## src/hdl/rarmt_pkg.sv

```systemverilog
package rarmt_pkg;

  // Tree geometry
  localparam int unsigned MaxLeaves = 4096;
  localparam int unsigned LeafW     = $clog2(MaxLeaves);
  localparam int unsigned AddrW     = LeafW + 1;
  localparam int unsigned PtrW      = LeafW + 2;
  localparam int unsigned NodeCnt   = 2 * MaxLeaves;
  localparam int unsigned LvlW      = $clog2(LeafW + 1);
  localparam int unsigned CfgW      = 13;
  localparam int unsigned DataW     = 32;

  // Function codes
  localparam logic FuncAdd   = 1'b0;
  localparam logic FuncQuery = 1'b1;

  typedef struct packed {
    logic                    func;
    logic [11:0]             range_lo;
    logic [12:0]             range_hi;
    logic signed [DataW-1:0] addend;
  } in_item_t;

  typedef struct packed {
    logic signed [DataW-1:0] range_max;
    logic                    empty_range;
  } out_item_t;

  // Memory access slots of one tree level
  typedef enum logic [2:0] {
    SLOT_TAKE_L,
    SLOT_TAKE_R,
    SLOT_KID_L0,
    SLOT_KID_L1,
    SLOT_KID_R0,
    SLOT_KID_R1,
    SLOT_ANC_L,
    SLOT_ANC_R
  } slot_e;

  typedef struct packed {
    logic  clr_start;
    logic  clr_wr;
    logic  cfg_wr;
    logic  load;
    logic  rd;
    logic  use_data;
    slot_e slot;
    logic  climb;
    logic  out_load;
  } cmd_t;

  typedef struct packed {
    logic clr_last;
    logic empty;
    logic is_query;
    logic take_l;
    logic take_r;
    logic top;
    logic has_l;
    logic has_r;
    logic out_busy;
  } stat_t;

  function automatic logic signed [DataW-1:0] smax(input logic signed [DataW-1:0] a,
                                                   input logic signed [DataW-1:0] b);
    return (a > b) ? a : b;
  endfunction

  // log2 of the leaf count rounded up to a power of two, saturated
  function automatic logic [LvlW-1:0] tree_log2(input logic [CfgW-1:0] lc);
    logic [CfgW-1:0] m;
    logic [LvlW-1:0] k;
    m = lc - CfgW'(1);
    k = '0;
    for (int i = 0; i < CfgW; i++) begin
      if (m[i]) k = LvlW'(i + 1);
    end
    if (lc <= CfgW'(1)) begin
      k = '0;
    end else if (k > LvlW'(LeafW)) begin
      k = LvlW'(LeafW);
    end
    return k;
  endfunction

endpackage

```

## src/hdl/rarmt_ctrl.sv

```systemverilog
module rarmt_ctrl (
  input  logic             clk_i,
  input  logic             rst_ni,
  input  logic             in_valid_i,
  output logic             in_ready_o,
  input  logic             cfg_valid_i,
  output logic             cfg_ready_o,
  input  rarmt_pkg::stat_t stat_i,
  output rarmt_pkg::cmd_t  cmd_o
);
  import rarmt_pkg::*;

  typedef enum logic [3:0] {
    S_CLEAR,
    S_IDLE,
    S_START,
    S_LEVEL,
    S_ISSUE,
    S_USE,
    S_CLIMB,
    S_CONT,
    S_DONE
  } state_e;

  state_e state_q, state_d;
  slot_e  slot_q, slot_d;
  logic   cfg_fire;

  // Handshakes
  assign cfg_ready_o = (state_q == S_IDLE) || (state_q == S_CLEAR);
  assign in_ready_o  = (state_q == S_IDLE) && !cfg_valid_i;
  assign cfg_fire    = cfg_valid_i && cfg_ready_o;

  // Next state and commands
  always_comb begin
    state_d = state_q;
    slot_d  = slot_q;
    cmd_o   = '0;
    cmd_o.slot = slot_q;
    case (state_q)
      S_CLEAR: begin
        cmd_o.clr_wr = 1'b1;
        if (stat_i.clr_last) state_d = S_IDLE;
      end
      S_IDLE: begin
        if (in_valid_i && in_ready_o) begin
          cmd_o.load = 1'b1;
          state_d    = S_START;
        end
      end
      S_START: begin
        if (stat_i.empty) begin
          state_d = stat_i.is_query ? S_DONE : S_IDLE;
        end else begin
          state_d = S_LEVEL;
        end
      end
      S_LEVEL: begin
        if (stat_i.take_l) begin
          slot_d  = SLOT_TAKE_L;
          state_d = S_ISSUE;
        end else if (stat_i.take_r) begin
          slot_d  = SLOT_TAKE_R;
          state_d = S_ISSUE;
        end else if (stat_i.top) begin
          state_d = S_DONE;
        end else begin
          state_d = S_CLIMB;
        end
      end
      S_ISSUE: begin
        cmd_o.rd = 1'b1;
        state_d  = S_USE;
      end
      S_USE: begin
        cmd_o.use_data = 1'b1;
        case (slot_q)
          SLOT_TAKE_L: begin
            if (stat_i.take_r) begin
              slot_d  = SLOT_TAKE_R;
              state_d = S_ISSUE;
            end else begin
              state_d = stat_i.top ? S_DONE : S_CLIMB;
            end
          end
          SLOT_TAKE_R: state_d = stat_i.top ? S_DONE : S_CLIMB;
          SLOT_KID_L0: begin
            slot_d  = SLOT_KID_L1;
            state_d = S_ISSUE;
          end
          SLOT_KID_R0: begin
            slot_d  = SLOT_KID_R1;
            state_d = S_ISSUE;
          end
          SLOT_KID_L1, SLOT_ANC_L: begin
            if (stat_i.has_r) begin
              slot_d  = stat_i.is_query ? SLOT_ANC_R : SLOT_KID_R0;
              state_d = S_ISSUE;
            end else begin
              state_d = S_LEVEL;
            end
          end
          default: state_d = S_LEVEL;
        endcase
      end
      S_CLIMB: begin
        cmd_o.climb = 1'b1;
        state_d     = S_CONT;
      end
      S_CONT: begin
        if (stat_i.has_l) begin
          slot_d  = stat_i.is_query ? SLOT_ANC_L : SLOT_KID_L0;
          state_d = S_ISSUE;
        end else if (stat_i.has_r) begin
          slot_d  = stat_i.is_query ? SLOT_ANC_R : SLOT_KID_R0;
          state_d = S_ISSUE;
        end else begin
          state_d = S_LEVEL;
        end
      end
      S_DONE: begin
        if (!stat_i.is_query) begin
          state_d = S_IDLE;
        end else if (!stat_i.out_busy) begin
          cmd_o.out_load = 1'b1;
          state_d        = S_IDLE;
        end
      end
      default: state_d = S_IDLE;
    endcase
    // a leaf count write restarts the clearing sweep
    if (cfg_fire) begin
      cmd_o.cfg_wr    = 1'b1;
      cmd_o.clr_start = 1'b1;
      state_d         = S_CLEAR;
    end
  end

  // State register
  always_ff @(posedge clk_i or negedge rst_ni) begin
    if (!rst_ni) begin
      state_q <= S_CLEAR;
      slot_q  <= SLOT_TAKE_L;
    end else begin
      state_q <= state_d;
      slot_q  <= slot_d;
    end
  end

`ifndef NO_ASSERTIONS
  a_one_action: assert property (@(posedge clk_i) disable iff (!rst_ni)
    $onehot0({cmd_o.load, cmd_o.rd, cmd_o.use_data, cmd_o.climb, cmd_o.out_load}))
    else $error("more than one datapath action in a cycle");
  a_cfg_clears: assert property (@(posedge clk_i) disable iff (!rst_ni)
    cfg_fire |=> !in_ready_o)
    else $error("item accepted while node stores are being cleared");
  a_out_free: assert property (@(posedge clk_i) disable iff (!rst_ni)
    cmd_o.out_load |-> !stat_i.out_busy)
    else $error("result loaded over an untaken result");
`endif

endmodule

```

## config.mk

```make
export PLATFORM = sky130hd
export DESIGN_NAME = rarmt_ctrl
export DESIGN_NICKNAME = d
export VERILOG_FILES = /design/src/hdl/rarmt_pkg.sv /design/src/hdl/rarmt_ctrl.sv
export SDC_FILE = /design/constraint.sdc
export NUM_CORES = 1
export LEC_CHECK = 0
export BUFFER_PORTS_ARGS = -buffer_cell sky130_fd_sc_hd__buf_2
export CAP_MARGIN = 30
export CORE_MARGIN = 4
export CORE_UTILIZATION = 47
export CTS_CLUSTER_SIZE = 30
export DETAILED_ROUTE_END_ITERATION = 12
export PLACE_DENSITY = 0.86
export SLEW_MARGIN = 20
export SYNTH_ARGS = -nofsm -noshare
export SYNTH_HDL_FRONTEND = slang
export SYNTH_SLANG_ARGS = --single-unit
```

## constraint.sdc

```tcl
create_clock -name clk_i -period 4.3 [get_ports clk_i]
set_input_delay 0.215 -clock clk_i [delete_from_list [all_inputs] [get_ports clk_i]]
set_output_delay 0.215 -clock clk_i [all_outputs]
set_load 0.03 [all_outputs]
```

==> results of run 1 <==
critical path, cell delays in order (launching register included):
cell and delay [ns]:
dfrtp_1 0.50, or2_1 0.35, nor3_1 0.19, and2_1 0.15, buf_2 0.19
Yosys cell counts (2+ instances only):
cell type	n	share of area (%)
o21a_1	2	2.0
nor2_1	18	8.8
clkbuf_1	2	0.98
nor2b_1	2	1.6
or2_1	3	2.4
nor3_1	8	5.2
nand2b_1	8	6.5
buf_2	5	3.3
mux2i_1	2	2.6
nand4b_1	2	2.3
dfrtp_1	7	23
a311oi_1	3	3.4
nand3_1	3	2.0
inv_1	2	0.98
o21ai_0	3	2.0
buf_4	3	2.9
a21oi_1	5	3.3
nor3b_1	2	2.0
o221ai_1	2	2.3
nand2_1	5	2.4
a211o_1	3	3.4
state kept, by name, indices dropped and copies added, names as in the netlist:
| register | cells |
|---|---|
| slot_q | 3 |
| state_q | 4 |
worst min-delay path by stage:
stage	from	end	slack, ns	depth (start not counted)
after global placement	rst_ni	slot_q[2]	0.05	1
final	stat_i[3]	state_q[3]	0.28	3
after CTS	stat_i[3]	state_q[3]	0.28	3
after detailed placement	rst_ni	slot_q[2]	0.06	1
after global routing	stat_i[3]	state_q[3]	0.28	3
after floorplan	rst_ni	slot_q[0]	-0.08	0
through the flow:
stage	hold WS, ns	power [mW]	instances
after global placement	0.0532	0.459	138
after CTS	0.278	0.534	143
after global routing	0.280	0.575	143
after detailed placement	0.0553	0.468	138
after floorplan	-0.0806	0.405	107
final	0.276	0.535	143
power breakdown:
| group | switching (mW) | internal (mW) |
|---|---|---|
| clock network | 0.0268 | 0.0356 |
| registers | 0.0670 | 0.0873 |
| logic | 0.208 | 0.111 |
metal layers:
layer | routed length, um | track usage, % | share of wire (%) | vias up
li1 | - | - | - | 434
met1 | 908 | 23.4 | 43 | 404
met2 | 1000 | 28.9 | 47 | 41
met3 | 158 | 7.06 | 7.5 | 8
met4 | 50 | 6.28 | 2.4 | 0
met5 | 0 | 0 | 0 | -
layout make-up:
type	count	area share, %
Inverter	4	1.68
Sequential cell	7	19.6
Timing Repair Buffer	26	15.1
Multi-Input combinational cell	86	58.5
Clock buffer	4	2.93
Tap cell	16	2.23
kinds of logic after synthesis:
family	share of synthesized area (%)
flip-flops	22.8
adder cells (fa/ha/maj)	1.30
buffers and inverters	9.10
multiplexers	2.60
AO/OA/AOI/OAI	28.6
AND/OR/NAND/NOR	35.6
==> out/results.txt, run 1 <==
Postcts setup bufs = 0
CP required = 4.09 ns
Post-route ant nets = 0
Site Rows = 14
Routability cong. = 0.869
Final max-slew violation count = 0
Max-Slew Margin vs Limit = 73.8%
H-tree depth = 1
Post-cts resize count = 0
Router iterations before antenna repair = 4
Slew @ Worst Pin = 0.393 ns
Final setup fails = 0
Setup CP Type = reg2out
Via count = 887
Syn_nets = 120
DR DRC count = 0
Largest net degree at the start of global routing = 15
Fin. Hold Viols = 0
Finished Cell Area = 896 um^2
Die Span X = 48.5 um
P&R area growth vs syn = 16.4%
Clock root buffer master = clkbuf_4
Post-Synthesis Cells = 107
Commonest non-fill, non-tap cell in the layout = buf_2
Tcrit/Tclk final = 43.0%
Register area share after synthesis = 22.8%
Port bufs = 25
Nets = 141
Worst setup path endpoint = cmd_o[7]
Clock Latency Late Sink = 0.26 ns
Maximum VDD drop = 282 uV
Fin Clk Skew = 0.00710 ns
Clock-pin slew on the worst setup and hold paths = 0.06 ns
Synth warn = 0
Most frequent cells in the layout = buf_2, nor2_1, nand2b_1, nor3_1, dfrtp_1
Post-CTS Hold Fix Bufs = 1
CTS Buf Count = 3
Startpoint Class = flip-flop
Maximum clock rate = 541 MHz
Clock tree from TritonCTS = done
Core box area = 1520 um^2
Area of the multi-input gates = 524 um^2
Critical Path Source = state_q[2]
CTS Sinks = 7
Antenna Cells = 0
Leakage = 0.374 nW
Arr. time, crit path = 1.63 ns
Async set-reset flop share out of synthesis = 100%
Worst flop-to-flop path startpoint = slot_q[2]
Syn Area/Cell = 7.19 um^2
Initial Util = 50.5%
First-pass GRT wire length = 3550 um
Number of global-route vias before repair = 792
Routed wire length = 2120 um
Top_reg_cell synth = dfrtp_1
DRT iter0 DRCs = 15
WL per Instance = 14.8 um
Max Cap Violations = 0
Flops & latches, synth = 7
CP max FO = 11
Post-synth EDFFs = 0
Status = finished clean
Initial antenna violation count = 0
RSZ-0062 raised after global routing = no
Pwr Density = 598 nW/um^2
Cell area after synthesis = 769 um^2
Min Tclk post-route = 1.85 ns
Setup TNS = 0 ns
DP Area = 860 um^2
Reg2reg end = slot_q[1]
Gr usage total = 18.6%
Via density per instance = 6.20
DIE AREA = 2350 um^2
Share of cells above drive strength 1 = 24.4%
Gr ovfl total = 0
Final worst setup slack = 2.45 ns
Min-Delay Path Class = in2reg
Area taken by flip-flops and latches = 175 um^2
# IOs = 26
Clock tree buffer depth = 2
Post-DP HPWL = 1550 um
Pre-CTS setup slack = 2.59 ns
Reg2Reg Setup Slack = 2.55 ns
Die Y = 48.5 um
Register-to-Register Path Depth = 4
Netlist cell types = 38
Fillers = 163
Crit path capture type = output port
Final core occ = 58.8%
No activity file was read; power rests on OpenSTA's default activity.
==> run 2: changes to the inputs <==
--- a/config.mk
+++ b/config.mk
@@ -8,10 +8,10 @@
 export BUFFER_PORTS_ARGS = -buffer_cell sky130_fd_sc_hd__buf_2
 export CAP_MARGIN = 30
 export CORE_MARGIN = 4
-export CORE_UTILIZATION = 47
+export CORE_UTILIZATION = 44
 export CTS_CLUSTER_SIZE = 30
 export DETAILED_ROUTE_END_ITERATION = 12
-export PLACE_DENSITY = 0.86
+export PLACE_DENSITY = 0.85
 export SLEW_MARGIN = 20
 export SYNTH_ARGS = -nofsm -noshare
 export SYNTH_HDL_FRONTEND = slang
==> constraint.sdc (replaced) <==
create_clock -name clk_i -period 1.5 [get_ports clk_i]
set_input_delay 0.075 -clock clk_i [delete_from_list [all_inputs] [get_ports clk_i]]
set_output_delay 0.075 -clock clk_i [all_outputs]
set_load 0.03 [all_outputs]
==> run 2 against run 1 <==
Against the previous run:
- the flow now finishes with violations (setup timing)
- sequential share of layout area shrank 3.9 points
- combinational power rose to 5.1 times the previous value
- clock-buffer cell count is the same
- via count up 19%
==> out/results.txt, run 2 (synthesis results as in run 1) <==
Top Registers = state_q: 4 flops, slot_q: 3 flops
Clock tree buffer depth = 2
DP Area = 983 um^2
Initial antenna violation count = 1
Final setup fails = 2
Total power = 2.18 mW
Final worst setup slack = -0.0312 ns
Leakage = 0.491 nW
Port bufs = 25
Die Span X = 49.8 um
Commonest non-fill, non-tap cell in the layout = buf_4
CP max FO = 7
Post-DP HPWL = 1790 um
Gr usage total = 20.7%
Number of global-route vias before repair = 920
Min-Delay Path Class = in2async
Most frequent cells in the layout = buf_4, buf_2, nor2_1, dfrtp_2
Critical Path Source = slot_q[1]
Gr ovfl total = 0
Maximum VDD drop = 1150 uV
DIE AREA = 2480 um^2
Tcrit/Tclk final = 102%
Antenna Cells = 0
First-pass GRT wire length = 4010 um
Setup CP Type = reg2reg
Core box area = 1580 um^2
DRT iter0 DRCs = 92
CTS Sinks = 7
Fin Clk Skew = 0.000168 ns
Pre-CTS setup slack = 0.00717 ns
Setup TNS = -0.0545 ns
Reg with most FFs = state_q
Die Y = 49.8 um
Routability cong. = 0.964
Min Tclk post-route = 1.53 ns
Initial Util = 48.8%
Worst flop-to-flop path startpoint = slot_q[1]
Arr. time, crit path = 1.65 ns
CTS Buf Count = 3
Final max-slew violation count = 0
CP required = 1.62 ns
Share of cells above drive strength 1 = 50.3%
Clock-pin slew on the worst setup and hold paths = 0.05 ns
Startpoint Class = flip-flop
Maximum clock rate = 653 MHz
Max reg flops = 4
Area taken by flip-flops and latches = 184 um^2
Finished Cell Area = 1180 um^2
Fin. Hold Viols = 0
Status = finished with violations
Via count = 1,053
Failing checks = setup timing
WL per Instance = 18.2 um
Largest net degree at the start of global routing = 13
Nets = 161
Clock root buffer master = clkbuf_4
Fillers = 120
Pwr Density = 1850 nW/um^2
Clock Latency Late Sink = 0.24 ns
DR DRC count = 0
H-tree depth = 1
Clock tree from TritonCTS = done
Site Rows = 14
Via density per instance = 6.46
Max Cap Violations = 0
Router iterations before antenna repair = 5
RSZ-0062 raised after global routing = yes
# IOs = 26
P&R area growth vs syn = 53.2%
Crit path capture type = flip-flop
Max-Slew Margin vs Limit = 77.2%
Clock network power share = 7.4%
Comb pwr share = 74.9%
Post-route ant nets = 0
Area of the multi-input gates = 626 um^2
Switching part of the total = 51.6%
Routed wire length = 2970 um
Sw Pwr = 1.12 mW
Internal power = 1.05 mW
Slew @ Worst Pin = 0.336 ns
Seq pwr share = 17.7%
## run 2: cell types whose count changed in the layout (fill, tap and decap cells not counted), moves of 2 or more
cell | previous run | this run
buf_6 | 0 | 2
nand2b_1 | 8 | 5
or2_4 | 0 | 3
nor2_1 | 18 | 16
dfrtp_2 | 0 | 7
nor3_4 | 0 | 2
nand2b_4 | 0 | 3
nor2_2 | 0 | 2
buf_4 | 0 | 24
dfrtp_1 | 7 | 0
or2_1 | 3 | 0
buf_2 | 25 | 18
nor3_1 | 8 | 5
## run 2: power by group through the flow
stage               Clock (mW)  Sequential, mW  Combinational, mW
floorplan                    0           0.386              0.861
global placement             0           0.391               1.20
detailed placement           0           0.393               1.23
CTS                      0.173           0.373               1.34
global route             0.183           0.392               1.72
finish                   0.162           0.385               1.63
## run 2: critical path, stage by stage (launching register included)
cell and delay (ns):
dfrtp_2 0.47, mux2i_1 0.26, mux2i_1 0.12, nor2_1 0.13, a311oi_1 0.08, o32a_1 0.35
## run 2: what timing repair did
action,CTS,global route
endpoints found under the hold margin,7,0
resized for setup,11,20
setup endpoints to repair,8,12
pin swaps,0,3
hold buffers,1,0
setup buffers,2,6
## run 2: metrics by stage
stage	utilization (%)	cells	hold WS [ns]
6_report	74.8	163	0.182
4_1_cts	67.5	157	0.157
5_1_grt	74.8	163	0.201
3_3_place_gp	62.4	150	-0.0901
3_5_place_dp	62.4	150	-0.0902
2_1_floorplan	-	107	-0.221
## run 2: path summary, 6_finish.rpt
| check | end | slack (ns) | cells after the start |
|---|---|---|---|
| max | slot_q[1] | -0.03 | 5 |
| min | state_q[1] | 0.18 | 2 |
| max reg2reg | slot_q[1] | -0.03 | 5 |
| min reg2reg | state_q[1] | 0.68 | 2 |
| max in group asynchronous | slot_q[1] | 1.16 | 2 |
| min in group clk_i | state_q[3] | 0.19 | 3 |
## run 2: cell type report
cell class,instances,area share [%]
clock buffer,4,2.23
inverter,4,1.27
multi-input combinational,86,53.1
sequential,7,15.6
tap,16,1.70
timing repair buffer,46,26.1
## run 2: metal layers
layer  vias to the layer above  share of wire, %  global-route usage [%]
met1                       473                36                    27.4
met3                        28                11                    1.51
li1                        471                 -                       -
met5                         -              0.24                       0
met4                         2               5.7                    12.0
met2                        79                47                    32.6
